<file path="src/hdl/chtl_pkg.sv">
// ----------------------------------------------------------------------------
// chtl_pkg
// Types and constants shared by the canonical Huffman table lookup block.
// ----------------------------------------------------------------------------
`timescale 1ns / 1ps
`default_nettype none

package chtl_pkg;

  localparam int MAX_CODE_LEN = 16;
  localparam int SYMBOL_DEPTH = 256;

  localparam int IDX_W  = $clog2(MAX_CODE_LEN);
  localparam int LP_W   = $clog2(MAX_CODE_LEN + 1);
  localparam int SL_W   = $clog2(SYMBOL_DEPTH + 1);
  localparam int EXP_W  = SL_W + 1;
  localparam int ADDR_W = $clog2(SYMBOL_DEPTH);

  localparam int CODE_W = 16;
  localparam int LEN_W  = 5;
  localparam int SYM_W  = 8;
  localparam int RC_W   = CODE_W + 1;
  localparam int SIDX_W = CODE_W + 1;

  localparam logic [RC_W-1:0]   RC_MAX = {RC_W{1'b1}};
  localparam logic [CODE_W-1:0] FC_MAX = {CODE_W{1'b1}};

  typedef enum logic [1:0] {
    CMD_START  = 2'd0,
    CMD_LOAD   = 2'd1,
    CMD_LOOKUP = 2'd2
  } cmd_t;

  typedef struct packed {
    logic [1:0]        cmd;
    logic [SYM_W-1:0]  data_byte;
    logic [CODE_W-1:0] code_bits;
    logic [LEN_W-1:0]  code_length;
  } in_item_t;

  typedef struct packed {
    logic             found;
    logic [SYM_W-1:0] symbol;
  } out_item_t;

  typedef struct packed {
    logic              hit;
    logic [ADDR_W-1:0] addr;
  } lookup_t;

  typedef struct packed {
    logic              we;
    logic [ADDR_W-1:0] addr;
    logic [SYM_W-1:0]  data;
  } store_wr_t;

endpackage

`default_nettype wire

</file>
<file path="src/hdl/chtl_ram.sv">
// ----------------------------------------------------------------------------
// chtl_ram
// Generic single-write, single-read RAM with registered read data.
// ----------------------------------------------------------------------------
`timescale 1ns / 1ps
`default_nettype none

module chtl_ram #(
  parameter int WIDTH = 8,
  parameter int DEPTH = 256
) (
  input  wire logic                     clk,
  input  wire logic                     we,
  input  wire logic [$clog2(DEPTH)-1:0] waddr,
  input  wire logic [WIDTH-1:0]         wdata,
  input  wire logic                     re,
  input  wire logic [$clog2(DEPTH)-1:0] raddr,
  output logic      [WIDTH-1:0]         rdata
);

  logic [WIDTH-1:0] mem [DEPTH];

  always_ff @(posedge clk) begin
    if (we) begin
      mem[waddr] <= wdata;
    end
    if (re) begin
      rdata <= mem[raddr];
    end
  end

endmodule

`default_nettype wire

</file>
<file path="src/hdl/chtl_table.sv">
// ----------------------------------------------------------------------------
// chtl_table
// Per-length code table: builds first codes, counts and symbol starts from
// the count bytes, steers symbol bytes to the store, and resolves lookups
// to a store address.
// ----------------------------------------------------------------------------
`timescale 1ns / 1ps
`default_nettype none

module chtl_table (
  input  wire logic                clk,
  input  wire logic                rst_n,
  input  wire chtl_pkg::in_item_t  item,
  input  wire logic                go,
  output chtl_pkg::lookup_t        lookup,
  output chtl_pkg::store_wr_t      wr
);

  localparam int MCL = chtl_pkg::MAX_CODE_LEN;
  localparam int IW  = chtl_pkg::IDX_W;
  localparam int LW  = chtl_pkg::LP_W;
  localparam int SW  = chtl_pkg::SL_W;
  localparam int EW  = chtl_pkg::EXP_W;
  localparam int CW  = chtl_pkg::CODE_W;
  localparam int RW  = chtl_pkg::RC_W;
  localparam int XW  = chtl_pkg::SIDX_W;
  localparam int NW  = chtl_pkg::LEN_W;
  localparam int YW  = chtl_pkg::SYM_W;
  localparam int AW  = chtl_pkg::ADDR_W;

  logic [YW-1:0] counts_r [MCL];
  logic [YW-1:0] counts_nxt [MCL];
  logic [CW-1:0] firsts_r [MCL];
  logic [CW-1:0] firsts_nxt [MCL];
  logic [SW-1:0] starts_r [MCL];
  logic [SW-1:0] starts_nxt [MCL];

  logic [LW-1:0] lp_r, lp_nxt;
  logic [RW-1:0] rc_r, rc_nxt;
  logic [SW-1:0] sl_r, sl_nxt;
  logic [SW-1:0] exp_r, exp_nxt;

  logic          is_load;
  logic          is_start;
  logic          counts_phase;
  logic [IW-1:0] wi;
  logic [RW:0]   rc_sum;
  logic [RW+1:0] rc_shift;
  logic [EW-1:0] exp_sum;

  assign is_load      = go && (item.cmd == chtl_pkg::CMD_LOAD);
  assign is_start     = go && (item.cmd == chtl_pkg::CMD_START);
  assign counts_phase = lp_r < LW'(MCL);
  assign wi           = lp_r[IW-1:0];

  assign rc_sum   = {1'b0, rc_r} + (RW + 1)'(item.data_byte);
  assign rc_shift = {rc_sum, 1'b0};
  assign exp_sum  = {1'b0, exp_r} + EW'(item.data_byte);

  assign wr.we   = is_load && !counts_phase && (sl_r < exp_r);
  assign wr.addr = sl_r[AW-1:0];
  assign wr.data = item.data_byte;

  always_comb begin
    counts_nxt = counts_r;
    firsts_nxt = firsts_r;
    starts_nxt = starts_r;
    lp_nxt     = lp_r;
    rc_nxt     = rc_r;
    sl_nxt     = sl_r;
    exp_nxt    = exp_r;
    if (is_start) begin
      for (int k = 0; k < MCL; k++) begin
        counts_nxt[k] = '0;
        firsts_nxt[k] = '0;
        starts_nxt[k] = '0;
      end
      lp_nxt  = '0;
      rc_nxt  = '0;
      sl_nxt  = '0;
      exp_nxt = '0;
    end else if (is_load && counts_phase) begin
      counts_nxt[wi] = item.data_byte;
      firsts_nxt[wi] = (rc_r > RW'(chtl_pkg::FC_MAX)) ? chtl_pkg::FC_MAX : rc_r[CW-1:0];
      starts_nxt[wi] = exp_r;
      rc_nxt  = (rc_shift > (RW + 2)'(chtl_pkg::RC_MAX)) ? chtl_pkg::RC_MAX
                                                          : rc_shift[RW-1:0];
      exp_nxt = (exp_sum > EW'(chtl_pkg::SYMBOL_DEPTH)) ? SW'(chtl_pkg::SYMBOL_DEPTH)
                                                         : exp_sum[SW-1:0];
      lp_nxt  = lp_r + LW'(1);
    end else if (wr.we) begin
      sl_nxt = sl_r + SW'(1);
    end
  end

  always_ff @(posedge clk) begin
    if (!rst_n) begin
      for (int k = 0; k < MCL; k++) begin
        counts_r[k] <= '0;
        firsts_r[k] <= '0;
        starts_r[k] <= '0;
      end
      lp_r  <= '0;
      rc_r  <= '0;
      sl_r  <= '0;
      exp_r <= '0;
    end else begin
      counts_r <= counts_nxt;
      firsts_r <= firsts_nxt;
      starts_r <= starts_nxt;
      lp_r     <= lp_nxt;
      rc_r     <= rc_nxt;
      sl_r     <= sl_nxt;
      exp_r    <= exp_nxt;
    end
  end

  // lookup: pick the length row, check range, form the store index
  logic [NW-1:0] len;
  logic          len_ok;
  logic          too_wide;
  logic [IW-1:0] li;
  logic [CW-1:0] first;
  logic [CW-1:0] off;
  logic [XW-1:0] sidx;

  assign len      = item.code_length;
  assign len_ok   = (len != '0) && (len <= NW'(MCL));
  assign too_wide = (item.code_bits >> len) != '0;
  assign li       = IW'(len - NW'(1));
  assign first    = firsts_r[li];
  assign off      = item.code_bits - first;
  assign sidx     = XW'(starts_r[li]) + XW'(off);

  assign lookup.hit = len_ok && !too_wide && (item.code_bits >= first)
                      && (off < CW'(counts_r[li]))
                      && (sidx < XW'(sl_r))
                      && (sidx < XW'(chtl_pkg::SYMBOL_DEPTH));
  assign lookup.addr = sidx[AW-1:0];

`ifndef SYNTHESIS
  a_loaded_le_expected: assert property (@(posedge clk) disable iff (!rst_n)
    sl_r <= exp_r)
    else $error("more symbols stored than the counts call for");

  a_symbols_after_counts: assert property (@(posedge clk) disable iff (!rst_n)
    (sl_r != '0) |-> (lp_r == LW'(MCL)))
    else $error("symbols stored before all counts arrived");

  a_expected_bounded: assert property (@(posedge clk) disable iff (!rst_n)
    exp_r <= SW'(chtl_pkg::SYMBOL_DEPTH))
    else $error("expected symbol total beyond store depth");
`endif

endmodule

`default_nettype wire

</file>
<file path="src/hdl/canonical_huffman_table_lookup_top.sv">
// ----------------------------------------------------------------------------
// canonical_huffman_table_lookup_top
// Canonical Huffman decode table: loads count and symbol bytes, answers
// code lookups with a found flag and the symbol.
// ----------------------------------------------------------------------------
//  channel  ports                        payload     moves
//  in       in_valid/in_ready/in_data    in_item_t   start, load or lookup
//  out      out_valid/out_ready/out_data out_item_t  lookup result
//
//  one request per cycle while no lookup waits on a stalled output; a lookup result
//  passes the input register and then the registered read of the symbol store
//  start and load requests produce no result and retire from the input stage
//  reset clears the table and counters; the symbol store is not cleared
//  a stalled result holds in the output stage while one more request waits
//  in the input stage
// ----------------------------------------------------------------------------
`timescale 1ns / 1ps
`default_nettype none

module canonical_huffman_table_lookup_top (
  input  wire logic                clk,
  input  wire logic                rst_n,
  input  wire logic                in_valid,
  output logic                     in_ready,
  input  wire chtl_pkg::in_item_t  in_data,
  output logic                     out_valid,
  input  wire logic                out_ready,
  output chtl_pkg::out_item_t      out_data
);

  chtl_pkg::in_item_t  s1_r;
  logic                s1_valid_r;
  logic                s2_valid_r;
  logic                found_r;

  chtl_pkg::lookup_t   lk;
  chtl_pkg::store_wr_t wr;

  logic                        s1_lookup;
  logic                        advance;
  logic                        s1_go;
  logic                        re;
  logic [chtl_pkg::SYM_W-1:0]  q;

  assign s1_lookup = s1_r.cmd == chtl_pkg::CMD_LOOKUP;
  assign advance   = !s2_valid_r || out_ready;
  // only lookups need room in the output stage
  assign s1_go     = s1_valid_r && (!s1_lookup || advance);
  assign in_ready  = !s1_valid_r || s1_go;
  assign re        = s1_go && s1_lookup;

  always_ff @(posedge clk) begin
    if (!rst_n) begin
      s1_valid_r <= 1'b0;
      s2_valid_r <= 1'b0;
    end else begin
      if (in_ready) begin
        s1_valid_r <= in_valid;
      end
      if (advance) begin
        s2_valid_r <= re;
      end
    end
  end

  always_ff @(posedge clk) begin
    if (in_valid && in_ready) begin
      s1_r <= in_data;
    end
    if (re) begin
      found_r <= lk.hit;
    end
  end

  chtl_table u_table (
    .clk    (clk),
    .rst_n  (rst_n),
    .item   (s1_r),
    .go     (s1_go),
    .lookup (lk),
    .wr     (wr)
  );

  chtl_ram #(
    .WIDTH (chtl_pkg::SYM_W),
    .DEPTH (chtl_pkg::SYMBOL_DEPTH)
  ) u_store (
    .clk   (clk),
    .we    (wr.we),
    .waddr (wr.addr),
    .wdata (wr.data),
    .re    (re),
    .raddr (lk.addr),
    .rdata (q)
  );

  assign out_valid       = s2_valid_r;
  assign out_data.found  = found_r;
  assign out_data.symbol = found_r ? q : '0;

`ifndef SYNTHESIS
  a_no_rw_same_cycle: assert property (@(posedge clk) disable iff (!rst_n)
    !(wr.we && re))
    else $error("store written and read by the same request");

  a_result_from_stage1: assert property (@(posedge clk) disable iff (!rst_n)
    $rose(s2_valid_r) |-> $past(s1_valid_r))
    else $error("result appeared without a request in the input stage");

  a_empty_stage_ready: assert property (@(posedge clk) disable iff (!rst_n)
    !s1_valid_r |-> in_ready)
    else $error("input stage empty but not ready");
`endif

endmodule

`default_nettype wire
</file>
<file path="config.mk">
export PLATFORM = sky130hd
export DESIGN_NAME = canonical_huffman_table_lookup_top
export DESIGN_NICKNAME = d
export VERILOG_FILES = /design/src/hdl/chtl_pkg.sv /design/src/hdl/chtl_ram.sv /design/src/hdl/chtl_table.sv /design/src/hdl/canonical_huffman_table_lookup_top.sv
export SDC_FILE = /design/constraint.sdc
export NUM_CORES = 2
export LEC_CHECK = 0
export BUFFER_PORTS_ARGS = -buffer_cell sky130_fd_sc_hd__buf_2
export CAP_MARGIN = 20
export CORE_MARGIN = 5
export CORE_UTILIZATION = 50
export DETAILED_ROUTE_END_ITERATION = 10
export MAX_ROUTING_LAYER = met4
export PLACE_DENSITY = 0.65
export SYNTH_ARGS = -nofsm -noshare
export SYNTH_HDL_FRONTEND = slang
export SYNTH_HIERARCHICAL = 1
export SYNTH_SLANG_ARGS = --single-unit
</file>
<file path="constraint.sdc">
create_clock -name clk -period 8.1 [get_ports clk]
set_clock_uncertainty 0.2 [all_clocks]
set_input_delay 1.215 -clock clk [delete_from_list [all_inputs] [get_ports clk]]
set_output_delay 1.215 -clock clk [all_outputs]
set_load 0.01 [all_outputs]
</file>
## Word-level counts from Yosys, hierarchy flattened

Memories as Yosys holds them, arrays and structs flattened. A register that Yosys moved wholly into a read port is not among the register bits.
Cells that the tools add are included.

| word-level totals | value |
|---|---|
| flip-flop bits (word level) | 602 |
| latch bits | 0 |
| memory bits (writable) | 2048 |
| bits in read-only memories | 0 |
| input bits | 35 |
| output and inout bits | 11 |
| word-level logic and storage cells | 139 |
| memories | 1 |

Memories:

| memory | words | bits a word | read ports | clocked after Yosys merged registers in | wr ports | line | source |
|---|---|---|---|---|---|---|---|
| u_store.mem | 256 | 8 | 1 | 1 | 1 | chtl_ram.sv:21 | `logic [WIDTH-1:0] mem [DEPTH];` |

| operators by class | value |
|---|---|
| add/subtract/negate cells | 7 |
| multiply operators | 0 |
| div/mod/pow operators | 0 |
| order comparisons | 13 |
| equality and inequality tests | 2 |
| shift operators | 1 |
| mux-type cells | 24 |
| bitwise logic cells | 4 |
| reductions and logical operators | 28 |

Operator list:

| kind | count |
|---|---|
| $bwmux 256 | 1 |
| $bwmux 144 | 1 |
| $bwmux 128 | 1 |
| $bmux 16 s4 | 1 |
| $demux 16 s4 | 1 |
| $mux 16 | 4 |
| $bmux 9 s4 | 1 |
| $demux 9 s4 | 1 |
| $mux 9 | 4 |
| $bmux 8 s4 | 1 |
| $demux 8 s4 | 1 |
| $mux 8 | 4 |
| $gt 19x17->1 const B | 1 |
| $add 17x8->18 | 1 |
| $add 9x16->17 | 1 |
| $gt 17x16->1 const B | 1 |
| $lt 17x9->1 | 1 |
| $lt 17x9->1 const B | 1 |
| $mux 17 | 1 |
| $ge 16x16->1 | 1 |
| $lt 16x8->1 | 1 |
| $reduce_bool 16->1 | 1 |
| $shr 16x5->16 | 1 |
| $sub 16x16->16 | 1 |
| other kinds (22) | 46 |

## Longest topological paths before layout

| depth | value |
|---|---|
| depth in word-level cells | 10 |
| mapped depth | 32 |

## Cells and area by module

The synthesis kept the hierarchy.

Modules (own cells, without submodules):

| module | instances | cells each | area each (sq um) | sequential area each (sq um) |
|---|---|---|---|---|
| chtl_ram | 1 | 3733 | 79636.4 | 61739.2 |
| chtl_table | 1 | 2894 | 26270.2 | 11370.9 |
| canonical_huffman_table_lookup_top | 1 | 54 | 1129.8 | 1001.0 |

## Worst setup path before layout

Ideal clock, no wire load.

| path | value |
|---|---|
| path kind | register to register |
| from | register s1_r[0] (netlist name) |
| to | register found_r, data pin |
| arrival time | 6584 ps |
| setup slack | 1182 ps |
| stages on the path, launching flop included | 32 |
| path buffers | 7 |
| clock period less this slack | 6918 ps |
| cells stage by stage | edfxtp_1 > buf_6 > buf_6 > buf_6 > inv_1 > ha_1 > clkbuf_1 > buf_2 > buf_2 > buf_1 > mux4_2 > mux4_2 > inv_1 > ha_1 > o21a_1 > o31a_1 > o21ai_0 > nand2_1 > xor2_1 > ha_1 > a21o_1 > a31oi_1 > o21ai_0 > xor2_1 > ha_1 > a22oi_1 > nand3_1 > a2111oi_2 > nand4_1 > a311o_1 > a2111oi_1 > and4_1 |

RTL lines:

| item | line | source |
|---|---|---|
| start: declaration | canonical_huffman_table_lookup_top.sv:31 | `chtl_pkg::in_item_t s1_r;` |
| start signal: assignment | canonical_huffman_table_lookup_top.sv:68 | `s1_r <= in_data;` |
| end signal: assignment | canonical_huffman_table_lookup_top.sv:71 | `found_r <= lk.hit;` |
| end: declaration | canonical_huffman_table_lookup_top.sv:34 | `logic found_r;` |

==> impl_metrics.csv <==
group,metric,value,unit
setup_path,r2r_start,"s1_r[0]",
pwr,power,28.9,mW
timing,final.setup.worst_slack,0.249,ns
place,place.detailed.hpwl,177000,um
place,dpl_worst_slack,0.280,ns
clock_tree,cts_buffer_depth,4,
routing,drt-initial-drc-count,7781,
pwr,ir_worst_vdd,0.238,mV
min_path,min_path_cells,2,
logic_synthesis,synth-seq-cells,2658,
logic_synthesis,syn_area,107000,um2
setup_path,crit_required,8.52,ns
floorplanning,core,213000,um2
min_path,hp-class,"reg -> reg",
timing,setup_viol,0,
routing,drc,0,
pwr,cellPowerDensity,243,nW/um2
logic_synthesis,synth_edf_count,2088,
finish,drive_gt1_share,18.6,%
timing,period_needed,7.85,ns
place,dp.cells,9204,
clock_tree,numCtsBuffers,289,
floorplanning,die_area,223000,um2
global_route,grtUsageTotal,26.2,%
setup_path,crit_top_cell,"inv_1",
setup_path,reg2reg_slack,0.25,ns
min_path,holdPathEnd,"u_table/starts_r[113]",
logic_synthesis,synth_warnings,6,
clock_tree,clock-sinks,2658,
routing,drt-pass1-iter-count,6,
timing,rsz0062_at_grt,"no",
timing,max_freq,127,MHz
clock_tree,htreeDepth,5,
routing,routedWlPerCell,29.5,um
timing,final_hold_viol_count,0,
routing,wl,287000,um
floorplanning,initial_core_util,50.4,%
job,maxCapViolations,0,
global_route,grt_pass1_wl,419000,um
place,numPortBuffers,45,
clock_tree,cts.clk_slew.worst_paths,0.06,ns
logic_synthesis,syn_area_per_cell,16.0,um2
routing,ant_nets,0,
floorplanning,rows,169,
pwr,leakage,37.1,nW
routing,viasPerCell,6.35,
setup_path,cp.arrival,8.27,ns
setup_path,timing.rr.end,"u_store/rdata[5]",
clock_tree,clock-root-buffer,"clkbuf_16",
setup_path,path_max_fanout,39,
setup_path,cp_slowest_cell,"a221oi_1",
clock_tree,holdBufCountCts,0,
setup_path,critical_path.top_delay_family,"compound AO/OA/AOI/OAI gates",
finish,final_nets,6797,
timing,tightest_slew,1.36,ns
global_route,gr-total-overflow,0,
global_route,grt_max_degree,254,
clock_tree,cts_tree,"built",
floorplanning,die_height,473,um
global_route,antenna_found_initial,7,
place,gp_congestion,0.910,
timing,period_share,96.9,%
setup_path,path_buf_inv,4,
clock_tree,insertion_delay,0.93,ns
logic_synthesis,ys_seq_area_share,69.2,%
setup_path,worstRegToRegCells,21,
status,outcome,"finished clean",
setup_path,crit_chain,"inv_1, ha_4, mux4_2, mux4_2, inv_1, ha_1, nor2b_1, o21a_1, nor3_1, nor2_1, ha_1, inv_1, o21bai_1, xor2_4, buf_4, nor2_2, a22o_1, a221oi_1, o32ai_1, nor3_1, nor4_1",
global_route,grt_pass1_vias,59400,
logic_synthesis,syn_nets,6793,
timing,fin_setup_tns,0,ns
min_path,worstHoldStart,"u_table/starts_r[113]",
routing,vias,61600,
floorplanning,io_pins,46,
timing,maxSlewHeadroom,9.34,%
finish,final_cells,9714,
logic_synthesis,synth_ff_type,"edfxtp_1",
logic_synthesis,async_reset_ff_share,0,%
floorplanning,die_x,473,um
finish,synthToLayoutAreaGrowth,11.2,%
setup_path,end_kind,"flip-flop",
setup_path,criticalPathCategory,"reg -> reg",
finish,final_util,56.0,%
setup_path,critPathMaxStageDelay,0.93,ns
timing,drv_slew,0,
logic_synthesis,synth.distinct_cells,82,
logic_synthesis,syn_inst,6681,
setup_path,start_kind,"flip-flop",
[report_power, final]
| part | total (mW) | switching [mW] | internal, mW |
|---|---|---|---|
| Combinational | 1.66 | 1.11 | 0.558 |
| Sequential | 14.7 | 0.0286 | 14.7 |
| Clock | 12.5 | 5.14 | 7.36 |
| Total | 28.9 | 6.27 | 22.6 |
[layout make-up]
class	count	area [um2]
Timing Repair Buffer	224	1860
Clock buffer	385	7890
Tap cell	2821	3530
Multi-Input combinational cell	3440	30300
Inverter	72	278
Sequential cell	2658	74100
Fill cell	16300	93500
Antenna cell	6	15.0
Clock inverter	108	1000
[sequential cells by signal, summed over array words and instances, names as in the netlist]
name,flops
u_store/rdata,8
found_r,1
s1_r,31
u_table/starts_r,144
u_table/lp_r,5
u_table/sl_r,9
u_store/mem,2048
u_table/exp_r,9
u_table/firsts_r,256
u_table/counts_r,128
s1_valid_r,1
out_valid,1
u_table/rc_r,17
[timing repair]
item / CTS / global route
setup buffers: 0 / 0
setup endpoints to repair: 0 / 2
gates resized for setup: 0 / 2
[routing by layer]
layer | wire [um] | GRT usage (%)
met1 | 114000 | 35.9
met3 | 26600 | 4.91
met4 | 11200 | 9.26
met5 | 0 | -
met2 | 135000 | 39.8
[synth_stat cells (20+ instances only)]
cell,n,area share (%)
o21ai_0,49,0.23
nor2b_1,40,0.23
nand2_1,617,2.2
a21oi_1,418,2.0
o22ai_1,28,0.16
buf_1,41,0.14
a22oi_1,134,0.94
edfxtp_1,2088,59
dfxtp_1,570,11
buf_4,47,0.33
mux4_2,619,13
nor2_1,601,2.1
ha_1,73,0.85
inv_1,71,0.25
nand4_1,20,0.12
a211oi_1,278,1.9
nand3_1,59,0.28
nor3_1,40,0.19
nor4_1,26,0.15
xnor2_1,22,0.18
clkbuf_1,315,1.1
mux2i_1,136,1.3
xor2_1,22,0.18
buf_6,26,0.27
o221ai_1,49,0.40
buf_2,61,0.29
[per-stage QoR]
stage | hold WS (ns) | instance area (um2)
finish | 0.249 | 119000
global route | 0.230 | 119000
CTS | 0.203 | 119000
detailed placement | 0.244 | 110000
global placement | 0.238 | 110000
floorplan | 0.233 | 107000
[cells by family (layout without fill, tap and decap cells)]
logic type | after synthesis | count (layout) | synth area share (%)
AND/OR/NAND/NOR | 1476 | 1476 | 5.73
XOR/XNOR | 46 | 46 | 0.390
adder cells (fa/ha/maj) | 77 | 77 | 0.928
buffers and inverters | 583 | 789 | 2.72
other | 0 | 6 | 0
AO/OA/AOI/OAI | 1082 | 1082 | 6.63
multiplexers | 759 | 759 | 14.4
flip-flops | 2658 | 2658 | 69.2
[how the worst max path moves through the flow]
stage	startpoint	endpoint	cells after the start
after floorplan	s1_r[0]	found_r	31
after global placement	s1_r[0]	u_store/rdata[5]	21
after detailed placement	s1_r[0]	u_store/rdata[5]	18
after CTS	s1_r[0]	u_store/rdata[5]	18
after global routing	s1_r[0]	u_store/rdata[3]	21
final	s1_r[0]	u_store/rdata[5]	21
[worst reg2reg max path: stages (launching register included)]
cell and delay (ns):
edfxtp_1 0.60, inv_1 0.17, ha_4 0.70, mux4_2 0.43, mux4_2 0.54, inv_1 0.11
ha_1 0.24, nor2b_1 0.15, o21a_1 0.17, nor3_1 0.13, nor2_1 0.10, ha_1 0.35
inv_1 0.07, o21bai_1 0.38, xor2_4 0.41, buf_4 0.44, nor2_2 0.26, a22o_1 0.26
a221oi_1 0.93, o32ai_1 0.25, nor3_1 0.53, nor4_1 0.13
[cell usage in the layout, fill, tap and decap left out, types with 17 or more instances in the layout]
| cell type | count |
|---|---|
| edfxtp_1 | 2088 |
| mux4_2 | 619 |
| nand2_1 | 616 |
| nor2_1 | 585 |
| dfxtp_1 | 570 |
| a21oi_1 | 418 |
| clkbuf_16 | 298 |
| a211oi_1 | 278 |
| buf_4 | 152 |
| mux2i_1 | 136 |
| a22oi_1 | 134 |
| clkbuf_1 | 76 |
| ha_1 | 71 |
| inv_1 | 70 |
| nand3_1 | 59 |
| o221ai_1 | 49 |
| o21ai_0 | 49 |
| buf_2 | 45 |
| clkinv_1 | 41 |
| clkinv_2 | 36 |
| nor3_1 | 36 |
| nor2b_1 | 36 |
| o22ai_1 | 28 |
| nor4_1 | 26 |
| nand4_1 | 20 |
| xor2_1 | 20 |
| buf_12 | 18 |
| nand2b_1 | 18 |
| xnor2_1 | 18 |
| and2_1 | 17 |
| bufinv_16 | 17 |
(Power assumes the default switching activity.)
